[config.mk]
export PLATFORM = sky130hd
export DESIGN_NAME = mcpi_ctrl
export DESIGN_NICKNAME = d
export VERILOG_FILES = /design/src/rtl/mcpi_pkg.sv /design/src/rtl/mcpi_ctrl.sv
export SDC_FILE = /design/constraint.sdc
export NUM_CORES = 1
export LEC_CHECK = 0
export BUFFER_PORTS_ARGS = -buffer_cell sky130_fd_sc_hd__buf_2
export CORE_AREA = 2 2 39 41
export CTS_BUF_LIST = sky130_fd_sc_hd__clkbuf_8
export CTS_CLUSTER_DIAMETER = 150
export DETAILED_ROUTE_END_ITERATION = 16
export DIE_AREA = 0 0 41 43
export MAX_ROUTING_LAYER = met4
export SLEW_MARGIN = 20
export SYNTH_ARGS = -nofsm -noshare
export SYNTH_HDL_FRONTEND = slang
export SYNTH_SLANG_ARGS = --single-unit
[constraint.sdc]
create_clock -name i_clk -period 3.5 [get_ports i_clk]
set_input_delay 1.05 -clock i_clk [delete_from_list [all_inputs] [get_ports i_clk]]
set_output_delay 1.05 -clock i_clk [all_outputs]
set_load 0.005 [all_outputs]
[src/rtl/mcpi_pkg.sv]
// Shared types and constants for the motor current PI / PWM controller.
// Used by mcpi_ctrl, mcpi_dp and motor_current_pi_pwm_controller.
package mcpi_pkg;

    // field widths
    localparam int CMD_W      = 2;
    localparam int MODE_W     = 3;
    localparam int CUR_W      = 16;
    localparam int DREQ_W     = 8;
    localparam int IDX_W      = 7;
    localparam int DUTY_W     = 7;
    localparam int CMP_W      = 17;
    localparam int GAIN_W     = 16;
    localparam int LIM_W      = 20;
    localparam int AMP_W      = 15;
    localparam int INTEG_W    = 21;
    localparam int TICK_W     = 7;
    localparam int CFG_IDX_W  = 3;
    localparam int CFG_DATA_W = 20;

    // stream word widths
    localparam int IN_DATA_W  = 56;
    localparam int IN_USER_W  = 2;
    localparam int OUT_DATA_W = 64;

    // commands
    typedef enum logic [CMD_W-1:0] {
        CMD_TICK     = 2'd0,
        CMD_MODE_SEL = 2'd1,
        CMD_SET_DUTY = 2'd2,
        CMD_READ     = 2'd3
    } t_cmd;

    // operating modes (five to seven are inert)
    localparam logic [MODE_W-1:0] MODE_IDLE  = 3'd0;
    localparam logic [MODE_W-1:0] MODE_PWM   = 3'd1;
    localparam logic [MODE_W-1:0] MODE_TEST  = 3'd2;
    localparam logic [MODE_W-1:0] MODE_HOLD  = 3'd3;
    localparam logic [MODE_W-1:0] MODE_TRACK = 3'd4;

    // configuration register indexes
    localparam logic [CFG_IDX_W-1:0] CFG_PROP_GAIN  = 3'd0;
    localparam logic [CFG_IDX_W-1:0] CFG_INTEG_GAIN = 3'd1;
    localparam logic [CFG_IDX_W-1:0] CFG_INTEG_LIM  = 3'd2;
    localparam logic [CFG_IDX_W-1:0] CFG_PWM_PERIOD = 3'd3;
    localparam logic [CFG_IDX_W-1:0] CFG_TEST_AMP   = 3'd4;

    // reset values
    localparam logic [LIM_W-1:0] LIM_RST     = 20'd100;
    localparam logic [CMP_W-1:0] PERIOD_RST  = 17'd4000;
    localparam logic [AMP_W-1:0] AMP_RST     = 15'd200;
    localparam logic [CMP_W-1:0] COMPARE_RST = 17'd3000;

    // duty limit and square-wave test schedule
    localparam logic [DUTY_W-1:0] DUTY_MAX       = 7'd100;
    localparam logic [TICK_W-1:0] TEST_FLIP_A    = 7'd25;
    localparam logic [TICK_W-1:0] TEST_FLIP_B    = 7'd50;
    localparam logic [TICK_W-1:0] TEST_FLIP_C    = 7'd75;
    localparam logic [TICK_W-1:0] TEST_LAST_TICK = 7'd99;

    // compare = period*duty/100 via reciprocal: floor(x*ceil(2^31/100) >> 31),
    // exact for every x below 2^24
    localparam int CMP_PROD_W = 24;
    localparam int CMP_MUL_W  = 49;
    localparam int CMP_SHIFT  = 31;
    localparam logic [24:0] CMP_RECIP = 25'd21474837;

    // PI arithmetic widths
    localparam int ERR_W   = 17;
    localparam int PPROD_W = 34;
    localparam int IPROD_W = 38;
    localparam int U_W     = 39;

    typedef enum logic [2:0] {
        ST_IDLE,
        ST_EXEC,
        ST_PI_INT,
        ST_PI_MUL,
        ST_PI_SUM,
        ST_CMP_MUL,
        ST_CMP_DIV,
        ST_DONE
    } t_mcpi_state;

    // one input word
    typedef struct packed {
        t_cmd                      cmd;
        logic signed [CUR_W-1:0]   sensed;
        logic signed [CUR_W-1:0]   demanded;
        logic [MODE_W-1:0]         new_mode;
        logic signed [DREQ_W-1:0]  duty_req;
        logic [IDX_W-1:0]          idx;
    } t_in_word;

    // controller -> datapath steps
    typedef struct packed {
        logic latch;
        logic idle_tick;
        logic mode_sel;
        logic set_duty;
        logic rd_rec;
        logic load_ref;
        logic pi_integ;
        logic pi_mul;
        logic pi_sum;
        logic cmp_mul;
        logic cmp_div;
    } t_dp_cmd;

    // datapath -> controller status
    typedef struct packed {
        t_cmd               cmd;
        logic [MODE_W-1:0]  mode;
        logic [TICK_W-1:0]  test_tick;
    } t_dp_status;

    // result word fields
    typedef struct packed {
        logic [CMP_W-1:0]   compare;
        logic               direction;
        logic [DUTY_W-1:0]  duty;
        logic               test_done;
        logic [MODE_W-1:0]  mode;
        logic [CUR_W-1:0]   rec_sensed;
        logic [CUR_W-1:0]   rec_reference;
    } t_result;

endpackage

[src/rtl/mcpi_ctrl.sv]
// Sequencer for the motor current controller: one word at a time.
// Depends on mcpi_pkg; drives mcpi_dp through t_dp_cmd.
module mcpi_ctrl
    import mcpi_pkg::*;
(
    input  logic       i_clk,
    input  logic       i_rst_n,
    input  logic       i_in_valid,
    input  logic       i_out_free,
    input  t_dp_status i_status,
    output logic       o_in_ready,
    output logic       o_out_load,
    output t_dp_cmd    o_cmd
);

    t_mcpi_state r_state, n_state;

    // state register
    always_ff @(posedge i_clk) begin
        if (!i_rst_n) begin
            r_state <= ST_IDLE;
        end else begin
            r_state <= n_state;
        end
    end

    // next state and step commands
    always_comb begin
        n_state    = r_state;
        o_cmd      = '0;
        o_in_ready = 1'b0;
        o_out_load = 1'b0;
        case (r_state)
            ST_IDLE: begin
                o_in_ready = 1'b1;
                if (i_in_valid) begin
                    o_cmd.latch = 1'b1;
                    n_state     = ST_EXEC;
                end
            end
            ST_EXEC: begin
                n_state = ST_DONE;
                case (i_status.cmd)
                    CMD_TICK: begin
                        if (i_status.mode == MODE_IDLE) begin
                            o_cmd.idle_tick = 1'b1;
                        end else if (i_status.mode == MODE_PWM) begin
                            n_state = ST_CMP_MUL;
                        end else if (i_status.mode == MODE_TEST ||
                                     i_status.mode == MODE_HOLD ||
                                     i_status.mode == MODE_TRACK) begin
                            o_cmd.load_ref = 1'b1;
                            n_state        = ST_PI_INT;
                        end
                    end
                    CMD_MODE_SEL: o_cmd.mode_sel = 1'b1;
                    CMD_SET_DUTY: o_cmd.set_duty = 1'b1;
                    CMD_READ:     o_cmd.rd_rec   = 1'b1;
                    default:      n_state = ST_DONE;
                endcase
            end
            ST_PI_INT: begin
                o_cmd.pi_integ = 1'b1;
                n_state        = ST_PI_MUL;
            end
            ST_PI_MUL: begin
                o_cmd.pi_mul = 1'b1;
                n_state      = ST_PI_SUM;
            end
            ST_PI_SUM: begin
                o_cmd.pi_sum = 1'b1;
                n_state      = ST_CMP_MUL;
            end
            ST_CMP_MUL: begin
                o_cmd.cmp_mul = 1'b1;
                n_state       = ST_CMP_DIV;
            end
            ST_CMP_DIV: begin
                o_cmd.cmp_div = 1'b1;
                n_state       = ST_DONE;
            end
            ST_DONE: begin
                // wait for the output register to be free
                if (i_out_free) begin
                    o_out_load = 1'b1;
                    n_state    = ST_IDLE;
                end
            end
            default: n_state = ST_IDLE;
        endcase
    end

endmodule

==> results_dict.tcl <==
set metrics [dict create \
    outcome "finished, final reports clean" \
    htree_levels 1 \
    path_clk_slew_ps 30 \
    mostFrequentLayoutCell "buf_2" \
    cts_hold_buf 0 \
    final_cells 80 \
    crit_path_end_kind "output pin" \
    grt.overflow.total 0 \
    fin_worst_skew_ps 1.39 \
    rsz0062_at_grt "no" \
    grt_pass1_wl_um 1280 \
    dieArea_um2 1760 \
    hold_path.class "register to register" \
    die_w_um 41 \
    nets 81 \
    reg2reg_from "r_state[2]$_SDFFE_PN0P_" \
    cts_resized 0 \
    cts_buffer_depth 2 \
    hold_ws_ps 592 \
    total_power_uw 208 \
    r2r_setup_slack_ps 2210 \
    dr.pass1.iters 4 \
    yosys_warnings 0 \
    fmaxAchievable_ghz 0.329 \
    mostFrequentLayoutCells "21 x buf_2, 6 x nor2_1" \
    cts_buffers 3 \
    root_buffer "clkbuf_8" \
    clock_latency_ps 210 \
    relSlewSlack 0.719 \
    floorplan.initialDensity 0.223 \
    finalWirelength_um 834 \
    grt_pass1_vias 318 \
    worstSetupStartpointType "input port" \
    vias 374 \
    placed_cells 76 \
    period_share 0.869 \
    boundaryPins 29 \
    cts_num_sinks 3 \
    synth_cells 42 \
    post_drt_wl_per_cell_um 10.4 \
    viasPerCell 4.68 \
    grtUsageTotal 0.107 \
    ir_worst_vdd_v 0.000229 \
    grt_max_degree 14 \
    rr_worst_depth 3 \
    criticalPathCategory "input port to output pin" \
    die_h_um 43 \
    powerDensity_nw_per_um2 449 \
    core_area_um2 1380 \
    areaGrowthSynthToFinish_pct 50.2 \
    drive_gt1_frac 0.438 \
    synth_fp_nets 58 \
    cap_violations 0 \
    cp.arrival_ps 1990 \
    worst_pin_slew_ps 421 \
    synth.yosys.seq_area_share 0.194 \
    crit_end "o_cmd[9]" \
    avgSynthCellArea_um2 7.36 \
    antenna_found_initial 0 \
    critPathLaunch "i_status[11]" \
    ant_nets 0 \
    setup_violations 0 \
    cts_tree "yes" \
    synth_seq_cells 3 \
    diodes 0 \
    route.detailed.drc 0 \
    cp.required_ps 2450 \
    largest_reg_flops 3 \
    fin_crit_ps 3040 \
    drt-initial-drc-count 11 \
    rows 14 \
    dp_hpwl_um 625 \
    drv_slew 0 \
    regMostFlops "r_state" \
    gp_congestion 0.683 \
    r2r-end "r_state[1]$_SDFFE_PN0P_" \
    hold_viol_final 0 \
    path_max_fanout 6 \
    port_buffers 21 \
    syn-cell-area_um2 309 \
    reg.largest.list "r_state: 3 flops" \
    post-cts-setup-buffers 0 \
    tns_ps 0 \
    synth_cell_types 22 \
    total_leakage_power_uw 0.000220 \
]
-- routing by layer --
metal	share of wire	routed length, um	track usage
met3	0.036	30	0.0314
met2	0.52	436	0.172
met5	0	0	-
met4	0	0	0.0400
met1	0.44	367	0.118
-- stage by stage --
step / setup WS, ps / area, um^2 / utilization
3_5_place_dp: 457 / 419 / 0.303
2_1_floorplan: 690 / 309 / -
3_3_place_gp: 459 / 419 / 0.303
4_1_cts: 450 / 464 / 0.335
6_report: 459 / 464 / 0.335
5_1_grt: 400 / 464 / 0.335
-- cell type report --
| class | instances | area (um^2) |
|---|---|---|
| multi-input cells | 36 | 234 |
| clock inverters | 1 | 3.75 |
| flip-flops and latches | 3 | 60.1 |
| fillers | 147 | 920 |
| well taps | 16 | 20.0 |
| repair buffers | 21 | 105 |
| clock buffers | 3 | 41.3 |
-- worst max-delay path: stages --
cell and delay [ps]:
buf_2 120, or4_1 540, nor3_1 140, buf_2 140
-- power by group --
part	switching [uW]	leakage, uW	internal, uW
Sequential	15.8	0.0000250	40.2
Combinational	25.0	0.000168	29.8
Clock	22.8	0.0000269	74.7
Total	63.7	0.000220	145
-- worst min path at each step --
stage	depth (start not counted)	end	start
3_5_place_dp	1	r_state[0]$_SDFFE_PN0P_	r_state[0]$_SDFFE_PN0P_
2_1_floorplan	2	r_state[0]$_SDFFE_PN0P_	r_state[0]$_SDFFE_PN0P_
6_report	1	r_state[0]$_SDFFE_PN0P_	r_state[0]$_SDFFE_PN0P_
5_1_grt	1	r_state[0]$_SDFFE_PN0P_	r_state[0]$_SDFFE_PN0P_
3_3_place_gp	1	r_state[0]$_SDFFE_PN0P_	r_state[0]$_SDFFE_PN0P_
4_1_cts	1	r_state[0]$_SDFFE_PN0P_	r_state[0]$_SDFFE_PN0P_
-- cell families (layout without fill, tap and decap cells) --
family,count (synthesis),count (layout),share of synthesized area
compound gates,8,8,0.206
buf+inv,3,25,0.0486
flops,3,3,0.194
simple gates,28,28,0.551
-- Yosys cell counts --
cell       count  area share
o211ai_1       1       0.024
or2_2          2       0.040
and4b_1        1       0.032
nor2b_1        1       0.020
a31oi_1        2       0.040
nor3_1         2       0.032
buf_2          3       0.049
nor3b_1        3       0.073
dfxtp_1        3        0.19
or4b_1         1       0.032
and2_1         3       0.061
or4_1          1       0.024
o41ai_1        1       0.028
nand2_1        3       0.036
nand2b_1       3       0.061
or3b_4         1       0.036
nor2_1         6       0.073
o21bai_1       1       0.024
a211oi_1       1       0.024
o21ai_1        1       0.016
nor4b_1        1       0.028
a2111oi_2      1       0.049
Note: power is estimated with default switching activity, not from simulation.
